<file path="src/rtl/core/nested_region_profiler_assert.svh">
// Assertion macros used by the nested region profiler sequencer.
`ifndef NESTED_REGION_PROFILER_ASSERT_SVH
`define NESTED_REGION_PROFILER_ASSERT_SVH

// Check a property on every clock edge outside reset.
`define NRP_ASSERT(label, prop) \
    label: assert property (@(posedge aclk) disable iff (!aresetn) prop) \
    else $error("nrp: assertion failed");

// Check that a condition is followed in the next cycle by a consequence.
`define NRP_ASSERT_NEXT(label, pre, post) \
    label: assert property (@(posedge aclk) disable iff (!aresetn) (pre) |=> (post)) \
    else $error("nrp: sequencing assertion failed");

`endif

</file>
<file path="src/rtl/core/nrp_pkg.sv">
// Package: types, codes and defaults of the nested region profiler.
package nrp_pkg;

    // Default sizes
    localparam int NRP_NUM_REGIONS = 128;
    localparam int NRP_STACK_DEPTH = 128;

    // Event actions
    localparam logic [1:0] ACT_BEGIN = 2'd0;
    localparam logic [1:0] ACT_END   = 2'd1;
    localparam logic [1:0] ACT_BYTES = 2'd2;
    localparam logic [1:0] ACT_READ  = 2'd3;

    // Result status codes
    localparam logic [1:0] ST_OK     = 2'd0;
    localparam logic [1:0] ST_BAD_ID = 2'd1;
    localparam logic [1:0] ST_EMPTY  = 2'd2;
    localparam logic [1:0] ST_FULL   = 2'd3;

    // Row update kinds
    localparam logic [2:0] UPD_NONE   = 3'd0;
    localparam logic [2:0] UPD_PARENT = 3'd1;
    localparam logic [2:0] UPD_BEGIN  = 3'd2;
    localparam logic [2:0] UPD_END    = 3'd3;
    localparam logic [2:0] UPD_RESUME = 3'd4;
    localparam logic [2:0] UPD_BYTES  = 3'd5;

    typedef struct packed {
        logic [1:0]  action;
        logic [7:0]  region_id;
        logic [63:0] timestamp;
        logic [31:0] byte_count;
    } nrp_in_t;

    typedef struct packed {
        logic [1:0]  status;
        logic [63:0] hit_count;
        logic [63:0] exclusive_time;
        logic [63:0] inclusive_time;
        logic [63:0] byte_total;
        logic [7:0]  open_depth;
    } nrp_out_t;

    // One row of the region table
    typedef struct packed {
        logic [63:0] resume;
        logic [63:0] hits;
        logic [63:0] excl;
        logic [63:0] incl;
        logic [63:0] byte_sum;
    } nrp_row_t;

    // Commands from the controller to the datapath
    typedef struct packed {
        logic       item_ld;
        logic       stk_rd;
        logic       top_ld;
        logic       row_rd;
        logic       row_top;
        logic       row_lat;
        logic       row_wr;
        logic [2:0] upd;
        logic       push;
        logic       pop;
        logic       res_ld;
        logic       res_err;
        logic [1:0] err_code;
        logic       out_ld;
    } nrp_cmd_t;

    // Status from the datapath to the controller
    typedef struct packed {
        logic [1:0] action;
        logic       id_bad;
        logic       cnt_zero;
        logic       cnt_one;
        logic       cnt_full;
    } nrp_stat_t;

endpackage

</file>
<file path="src/rtl/core/nrp_ctrl.sv">
// Sequencer of the nested region profiler: event decode and table access order.
`include "nested_region_profiler_assert.svh"

module nrp_ctrl
    import nrp_pkg::*;
(
    input  logic      aclk,
    input  logic      aresetn,
    input  logic      s_valid,
    output logic      s_ready,
    output logic      m_valid,
    input  logic      m_ready,
    input  nrp_stat_t st,
    output nrp_cmd_t  cmd
);

    localparam logic [2:0] S_IDLE     = 3'd0;
    localparam logic [2:0] S_DECODE   = 3'd1;
    localparam logic [2:0] S_STK_RD   = 3'd2;
    localparam logic [2:0] S_STK_WAIT = 3'd3;
    localparam logic [2:0] S_ROW_RD   = 3'd4;
    localparam logic [2:0] S_ROW_LAT  = 3'd5;
    localparam logic [2:0] S_ROW_WR   = 3'd6;
    localparam logic [2:0] S_RESP     = 3'd7;

    logic [2:0] state_reg, state_next;
    logic [2:0] pass_reg, pass_next;
    logic       m_valid_reg, m_valid_next;

    // Sequence one transaction through stack and table accesses
    always_comb begin
        cmd          = '0;
        cmd.upd      = pass_reg;
        cmd.row_top  = (pass_reg != UPD_BEGIN) && (pass_reg != UPD_NONE);
        state_next   = state_reg;
        pass_next    = pass_reg;
        m_valid_next = m_valid_reg && !m_ready;
        s_ready      = 1'b0;

        unique case (state_reg)
            S_IDLE: begin
                s_ready = 1'b1;
                if (s_valid) begin
                    cmd.item_ld = 1'b1;
                    state_next  = S_DECODE;
                end
            end
            S_DECODE: begin
                unique case (st.action) inside
                    ACT_BEGIN: begin
                        if (st.id_bad) begin
                            cmd.res_err  = 1'b1;
                            cmd.err_code = ST_BAD_ID;
                            state_next   = S_RESP;
                        end else if (st.cnt_full) begin
                            cmd.res_err  = 1'b1;
                            cmd.err_code = ST_FULL;
                            state_next   = S_RESP;
                        end else if (st.cnt_zero) begin
                            pass_next  = UPD_BEGIN;
                            state_next = S_ROW_RD;
                        end else begin
                            pass_next  = UPD_PARENT;
                            state_next = S_STK_RD;
                        end
                    end
                    ACT_END, ACT_BYTES: begin
                        if (st.cnt_zero) begin
                            cmd.res_err  = 1'b1;
                            cmd.err_code = ST_EMPTY;
                            state_next   = S_RESP;
                        end else begin
                            pass_next  = (st.action == ACT_END) ? UPD_END : UPD_BYTES;
                            state_next = S_STK_RD;
                        end
                    end
                    ACT_READ: begin
                        if (st.id_bad) begin
                            cmd.res_err  = 1'b1;
                            cmd.err_code = ST_BAD_ID;
                            state_next   = S_RESP;
                        end else begin
                            pass_next  = UPD_NONE;
                            state_next = S_ROW_RD;
                        end
                    end
                endcase
            end
            S_STK_RD: begin
                cmd.stk_rd = 1'b1;
                state_next = S_STK_WAIT;
            end
            S_STK_WAIT: begin
                cmd.top_ld = 1'b1;
                state_next = S_ROW_RD;
            end
            S_ROW_RD: begin
                cmd.row_rd = 1'b1;
                state_next = S_ROW_LAT;
            end
            S_ROW_LAT: begin
                cmd.row_lat = 1'b1;
                state_next  = S_ROW_WR;
            end
            S_ROW_WR: begin
                cmd.row_wr = (pass_reg != UPD_NONE);
                unique case (pass_reg) inside
                    UPD_PARENT: begin
                        pass_next  = UPD_BEGIN;
                        state_next = S_ROW_RD;
                    end
                    UPD_BEGIN: begin
                        cmd.push   = 1'b1;
                        cmd.res_ld = 1'b1;
                        state_next = S_RESP;
                    end
                    UPD_END: begin
                        cmd.pop    = 1'b1;
                        cmd.res_ld = 1'b1;
                        if (st.cnt_one) begin
                            state_next = S_RESP;
                        end else begin
                            pass_next  = UPD_RESUME;
                            state_next = S_STK_RD;
                        end
                    end
                    UPD_BYTES, UPD_NONE: begin
                        cmd.res_ld = 1'b1;
                        state_next = S_RESP;
                    end
                    default: begin
                        state_next = S_RESP;
                    end
                endcase
            end
            S_RESP: begin
                if (!m_valid_reg || m_ready) begin
                    cmd.out_ld   = 1'b1;
                    m_valid_next = 1'b1;
                    state_next   = S_IDLE;
                end
            end
            default: begin
                state_next = S_IDLE;
            end
        endcase
    end

    // Hold control state
    always_ff @(posedge aclk) begin
        if (!aresetn) begin
            state_reg   <= S_IDLE;
            pass_reg    <= UPD_NONE;
            m_valid_reg <= 1'b0;
        end else begin
            state_reg   <= state_next;
            pass_reg    <= pass_next;
            m_valid_reg <= m_valid_next;
        end
    end

    assign m_valid = m_valid_reg;

    `NRP_ASSERT(a_push_not_full, cmd.push |-> !st.cnt_full)
    `NRP_ASSERT(a_pop_not_empty, cmd.pop |-> !st.cnt_zero)
    `NRP_ASSERT(a_stk_rd_not_empty, cmd.stk_rd |-> !st.cnt_zero)
    `NRP_ASSERT(a_no_result_overwrite, cmd.out_ld |-> (!m_valid_reg || m_ready))
    `NRP_ASSERT_NEXT(a_write_after_latch, cmd.row_lat, state_reg == S_ROW_WR)

endmodule

</file>
<file path="config.mk">
export PLATFORM = sky130hd
export DESIGN_NAME = nrp_ctrl
export DESIGN_NICKNAME = d
export VERILOG_FILES = /design/src/rtl/core/nrp_pkg.sv /design/src/rtl/core/nrp_ctrl.sv
export VERILOG_INCLUDE_DIRS = /design/src /design/src/rtl/core
export SDC_FILE = /design/constraint.sdc
export NUM_CORES = 1
export LEC_CHECK = 0
export ABC_CLOCK_PERIOD_IN_PS = 4100
export BUFFER_PORTS_ARGS = -buffer_cell sky130_fd_sc_hd__buf_2
export CAP_MARGIN = 20
export CORE_MARGIN = 4
export CORE_UTILIZATION = 50
export DETAILED_ROUTE_END_ITERATION = 8
export GPL_TIMING_DRIVEN = 0
export PLACE_DENSITY_LB_ADDON = 0.25
export SLEW_MARGIN = 0
export SYNTH_ARGS = -nofsm -noshare
export SYNTH_HDL_FRONTEND = slang
export SYNTH_SLANG_ARGS = --single-unit
</file>
<file path="constraint.sdc">
create_clock -name aclk -period 4.1 [get_ports aclk]
set_input_delay 0.41 -clock aclk [delete_from_list [all_inputs] [get_ports aclk]]
set_output_delay 0.41 -clock aclk [all_outputs]
set_load 0.03 [all_outputs]
</file>
==> flow_metrics.tcl, run 1 <==
set metrics [dict create \
    first_global_vias 731 \
    wl_per_cell_um 13.06 \
    pin_count 29 \
    synth_area_leaders "dfxtp_1, ha_1, nor2_1, o21ai_0, inv_1" \
    ys_warn_count 0 \
    dieArea_um2 2107 \
    globalplace.congestion 0.8476 \
    drive_gt1_share_pct 28.91 \
    min_path_type "in2reg" \
    synth_area_um2 718.2 \
    drtPass1Iterations 4 \
    ir_worst_vdd_mv 0.1998 \
    final_common_cell "buf_2" \
    num-fill-cells 123 \
    grt_max_degree 11 \
    fin_skew_ps 3.744 \
    std_cell_rows 13 \
    yosysTopAreaCell "dfxtp_1" \
    crit_path_end_kind "output port" \
    critPathKind "reg2out" \
    synth_cell_type_count 36 \
    coreArea_um2 1334 \
    syn_inst 96 \
    final-max-slew-violation-count 0 \
    drtIter0Drc 21 \
    fp.dieW_um 45.90 \
    grt.overflow.total 0 \
    postCtsHoldBufs 0 \
    n_antenna_cell 0 \
    cts.htree.levels 1 \
    cpMostUsedCell "buf_2" \
    post_cts_buffers 0 \
    cts_tree "yes" \
    reg2reg_depth 5 \
    cap_violations 0 \
    cp.buffers_inverters 2 \
    finalSetupViolCount 0 \
    fin_nets 144 \
    hold_depth 3 \
    vias 810 \
    fin_util_pct 67.73 \
    hold_viol_final 0 \
    post-place-ws_ps 1937 \
    p_leak_nw 0.4626 \
    cts_root_buf "clkbuf_4" \
    critical_path.max_fanout 10 \
    vias_per_cell 5.664 \
    post-route-min-period_ps 2275 \
    area_growth_syn_to_layout_pct 25.78 \
    powerDensity_nw_per_um2 316.1 \
    ctsLongestPathBuffers 2 \
    rsz0062_at_grt "no" \
    max_slew_margin_pct 65.02 \
    grt_usage_pct 19.92 \
    timing.critical_path.slowest_stage_cell "nor3_1" \
    holdWs_ps 430.6 \
    syn_nets 111 \
    final_cell_mix "buf_2, nor2_1, inv_1, o21ai_0" \
    status "finished, final reports clean" \
    antenna_found_initial 0 \
    fin_area_um2 903.4 \
    finalCritPeriodShare_pct 55.48 \
    dp_hpwl_mm 1.420 \
    tightest_slew_ps 520.7 \
    crit_required_ps 3690 \
    ant_nets 0 \
    syn_avg_cell_area_um2 7.481 \
    crit_path_cell_trace "buf_2 -> nand2_1 -> nor3_1 -> and2_1 -> buf_2" \
    cts_sinks 7 \
    ys_seq_area_share_pct 19.51 \
    cp_top_family "simple AND/OR/NAND/NOR gates" \
    cts-resized-gates 0 \
    tns_ps 0 \
    fp.dieH_um 45.90 \
    critPathArrivalTime_ps 1860 \
    slowest_delay_ps 500 \
    path_depth 5 \
    wirelength_mm 1.868 \
    final_cells 143 \
    clk_pin_slew_ps 60 \
    drc 0 \
    yosysTopAreaCellShare_pct 19.51 \
    start_util_pct 53.85 \
    place_area_um2 877.1 \
    cts_buffers 3 \
    p_total_mw 0.2856 \
    max_freq_mhz 439.6 \
    placed_cells 139 \
    setup_ws_ps 1825 \
    ys_ff_latch 7 \
    io_buffers 28 \
    clock_latency_ps 260 \
    grt_pass1_wl_mm 3.111 \
    startpoint_type "register" \
]
[report_power, final]
| part | leakage (nW) | internal [mW] | total (mW) | switching, mW |
|---|---|---|---|---|
| sequential | 0.0572 | 0.0753 | 0.0825 | 0.00727 |
| clock | 0.0150 | 0.0373 | 0.0658 | 0.0284 |
| combinational | 0.390 | 0.0492 | 0.137 | 0.0881 |
| total | 0.463 | 0.162 | 0.286 | 0.124 |
[worst paths after layout]
kind	from	endpoint	slack [ps]
max	state_reg[1]	cmd[5]	1830
min	s_valid	state_reg[0]	430
max reg2reg	state_reg[1]	pass_reg[0]	2360
min reg2reg	m_valid	m_valid	580
[layout make-up]
class	instances	area, µm²	share of cell area, %
buffer	5	23.77	2.632
clock buffer	4	26.28	2.909
inverter	8	30.03	3.324
multi-input combinational	76	524.3	58.03
sequential	7	140.1	15.51
tap	15	18.77	2.078
timing repair buffer	28	140.1	15.51
[synthesized netlist by cell type, drive strengths merged]
| cell | count |
|---|---|
| nand4b | 1 |
| o21ai | 8 |
| o41ai | 2 |
| ha | 5 |
| inv | 8 |
| mux2 | 1 |
| a22oi | 1 |
| o22a | 1 |
| nor2b | 2 |
| or3b | 1 |
| nor4 | 1 |
| or2b | 1 |
| a311oi | 1 |
| a21boi | 1 |
| and2 | 2 |
| o21a | 1 |
| clkbuf | 3 |
| nor4bb | 1 |
| nand2 | 7 |
| nor3b | 2 |
| mux2i | 2 |
| o311a | 1 |
| a221oi | 1 |
| a21oi | 4 |
| dfxtp | 7 |
| a2111o | 1 |
| o31a | 2 |
| a31oi | 1 |
| o211a | 1 |
| nor2 | 11 |
| nand2b | 2 |
| buf | 2 |
| nor3 | 5 |
| nand3 | 2 |
| and3 | 4 |
[layer usage]
layer | vias up | wire length [µm] | global-route usage (%)
met5 | - | 0 | 0
met4 | 0 | 0 | 3.977
met3 | 0 | 166 | 5.929
met2 | 44 | 933 | 33.24
met1 | 355 | 767 | 25.06
li1 | 411 | - | -
[worst min-delay path, stage by stage]
cell and delay, ps:
buf_2 90, o41ai_1 60, nor2_1 90
[logic make-up (layout without fill, tap and decap cells)]
group | Yosys count | count (layout) | share of synthesized area, %
AO/OA/AOI/OAI | 26 | 26 | 25.26
adder cells (fa/ha/maj) | 5 | 5 | 8.711
buffers and inverters | 13 | 45 | 7.491
flip-flops | 7 | 7 | 19.51
multiplexers | 3 | 3 | 4.878
AND/OR/NAND/NOR | 42 | 42 | 34.14
No activity file was read; power rests on OpenSTA's default activity.
==> run 2: changes to the inputs <==
- ABC_CLOCK_PERIOD_IN_PS: 4100 -> 2050
- CORE_UTILIZATION: 50 -> 42
- clock period: 4.1 -> 2.05 ns (I/O delays scaled with it)
==> flow_metrics.tcl, run 2 (synthesis results as in run 1) <==
set metrics [dict create \
    status "finished, final reports clean" \
    fp.dieH_um 49.35 \
    ctsLongestPathBuffers 2 \
    hold_path_end "state_reg[0]" \
    vias 821 \
    r2r_setup_slack_ps 310 \
    vias_per_cell 5.701 \
    first_global_vias 710 \
    wl_per_cell_um 12.82 \
    drtIter0Drc 13 \
    final_common_cell "buf_2" \
    critPathKind "reg2out" \
    critPathArrivalTime_ps 1750 \
    powerDensity_nw_per_um2 619.8 \
    seqPwrFrac_pct 29.1 \
    drive_gt1_share_pct 29.69 \
    post-route-min-period_ps 1953 \
    max_slew_margin_pct 72.81 \
    fin_util_pct 58.75 \
    start_util_pct 46.07 \
    postCtsHoldBufs 0 \
    pin_count 29 \
    p_int_mw 0.3234 \
    tightest_slew_ps 407.9 \
    p_leak_nw 0.4671 \
    cts_root_buf "clkbuf_4" \
    n_antenna_cell 0 \
    reg2reg_to "pass_reg[1]" \
    globalplace.congestion 0.8069 \
    p_sw_share_pct 43.03 \
    coreArea_um2 1559 \
    hold_viol_final 0 \
    grt_pass1_wl_mm 3.001 \
    grt_usage_pct 15.38 \
    fin_skew_ps 5.364 \
    regToRegStartpoint "state_reg[0]" \
    io_buffers 28 \
    p_comb_share_pct 48.2 \
    fin_nets 144 \
    grt.overflow.total 0 \
    ir_worst_vdd_mv 0.3561 \
    fp.dieW_um 49.35 \
    clk_pin_slew_ps 60 \
    drc 0 \
    hold_depth 3 \
    dp_hpwl_mm 1.426 \
    cap_violations 0 \
    ant_nets 0 \
    cts_buffers 3 \
    post_cts_buffers 0 \
    finalSetupViolCount 0 \
    drtPass1Iterations 4 \
    crit_path_end_kind "output port" \
    power_switching_mw 0.2443 \
    final_cell_mix "buf_2, nor2_1, inv_1, o21ai_0" \
    critical_path.max_fanout 9 \
    grt_max_degree 11 \
    cts_sinks 7 \
    clock_latency_ps 250 \
    startpoint_type "register" \
    cts_tree "yes" \
    reg2reg_depth 5 \
    cts.htree.levels 1 \
    min_path_type "in2reg" \
    max_freq_mhz 511.9 \
    dieArea_um2 2435 \
    std_cell_rows 14 \
    rsz0062_at_grt "no" \
    holdWs_ps 215.1 \
    antenna_found_initial 0 \
    min_from "s_valid" \
    area_growth_syn_to_layout_pct 27.53 \
    pwr-share-clk_pct 22.6 \
    finalCritPeriodShare_pct 95.29 \
    crit_required_ps 1850 \
    final-max-slew-violation-count 0 \
    wirelength_mm 1.846 \
    tns_ps 0 \
]
run 2: cell counts in the layout (fill, tap and decap cells not counted):
No cell type changed its count.
run 2: how the worst max path moves through the flow:
| stage | start | depth (start not counted) | slack [ps] | to |
|---|---|---|---|---|
| floorplan | state_reg[0] | 4 | 80 | cmd[16] |
| global placement | st[4] | 8 | 250 | pass_reg[1] |
| detailed placement | st[4] | 8 | 220 | pass_reg[1] |
| CTS | state_reg[0] | 4 | 110 | cmd[3] |
| global route | state_reg[1] | 5 | 40 | cmd[5] |
| finish | state_reg[0] | 4 | 100 | cmd[3] |
run 2: cell type report:
type                       count  area, µm²
sequential                     7      140.1
clock buffer                   4      26.28
timing repair buffer          28      140.1
multi-input combinational     76      535.5
buffer                         5      23.77
tap                           16      20.02
inverter                       8      30.03
fill                         148      643.1
run 2: worst max-delay path, stage by stage, from the launching register on:
cell and delay [ps]:
dfxtp_1 310, buf_4 160, or3b_4 420, a221oi_1 340
buf_2 270
run 2: power by group through the flow:
stage	sequential (mW)	combinational (mW)	clock, mW
finish	0.165	0.274	0.129
global route	0.167	0.297	0.141
CTS	0.165	0.272	0.134
detailed placement	0.168	0.270	0
global placement	0.167	0.266	0
floorplan	0.174	0.192	0
run 2: timing repair:
item,in CTS,in global routing
gates resized for setup,1,1
endpoints found under the setup margin,1,1
cloned,0,0
pin swaps,0,0
run 2: stage by stage:
step           setup slack (ps)  total power, mW  instances  instance area, µm²
2_1_floorplan             76.15           0.3664         96               718.2
3_3_place_gp              249.3           0.4326        140               878.3
3_5_place_dp              217.9           0.4380        140               878.3
4_1_cts                   105.4           0.5713        144               909.6
5_1_grt                   40.58           0.6052        144               915.9
6_report                  96.56           0.5677        144               915.9
run 2: per-layer routing:
| metal | global-route usage [%] | routed length (µm) | up-vias |
|---|---|---|---|
| met5 | 0 | 0 | - |
| met4 | 3.791 | 7 | 0 |
| met3 | 3.670 | 141 | 2 |
| met2 | 27.23 | 906 | 34 |
| met1 | 18.35 | 792 | 376 |
| li1 | - | - | 409 |
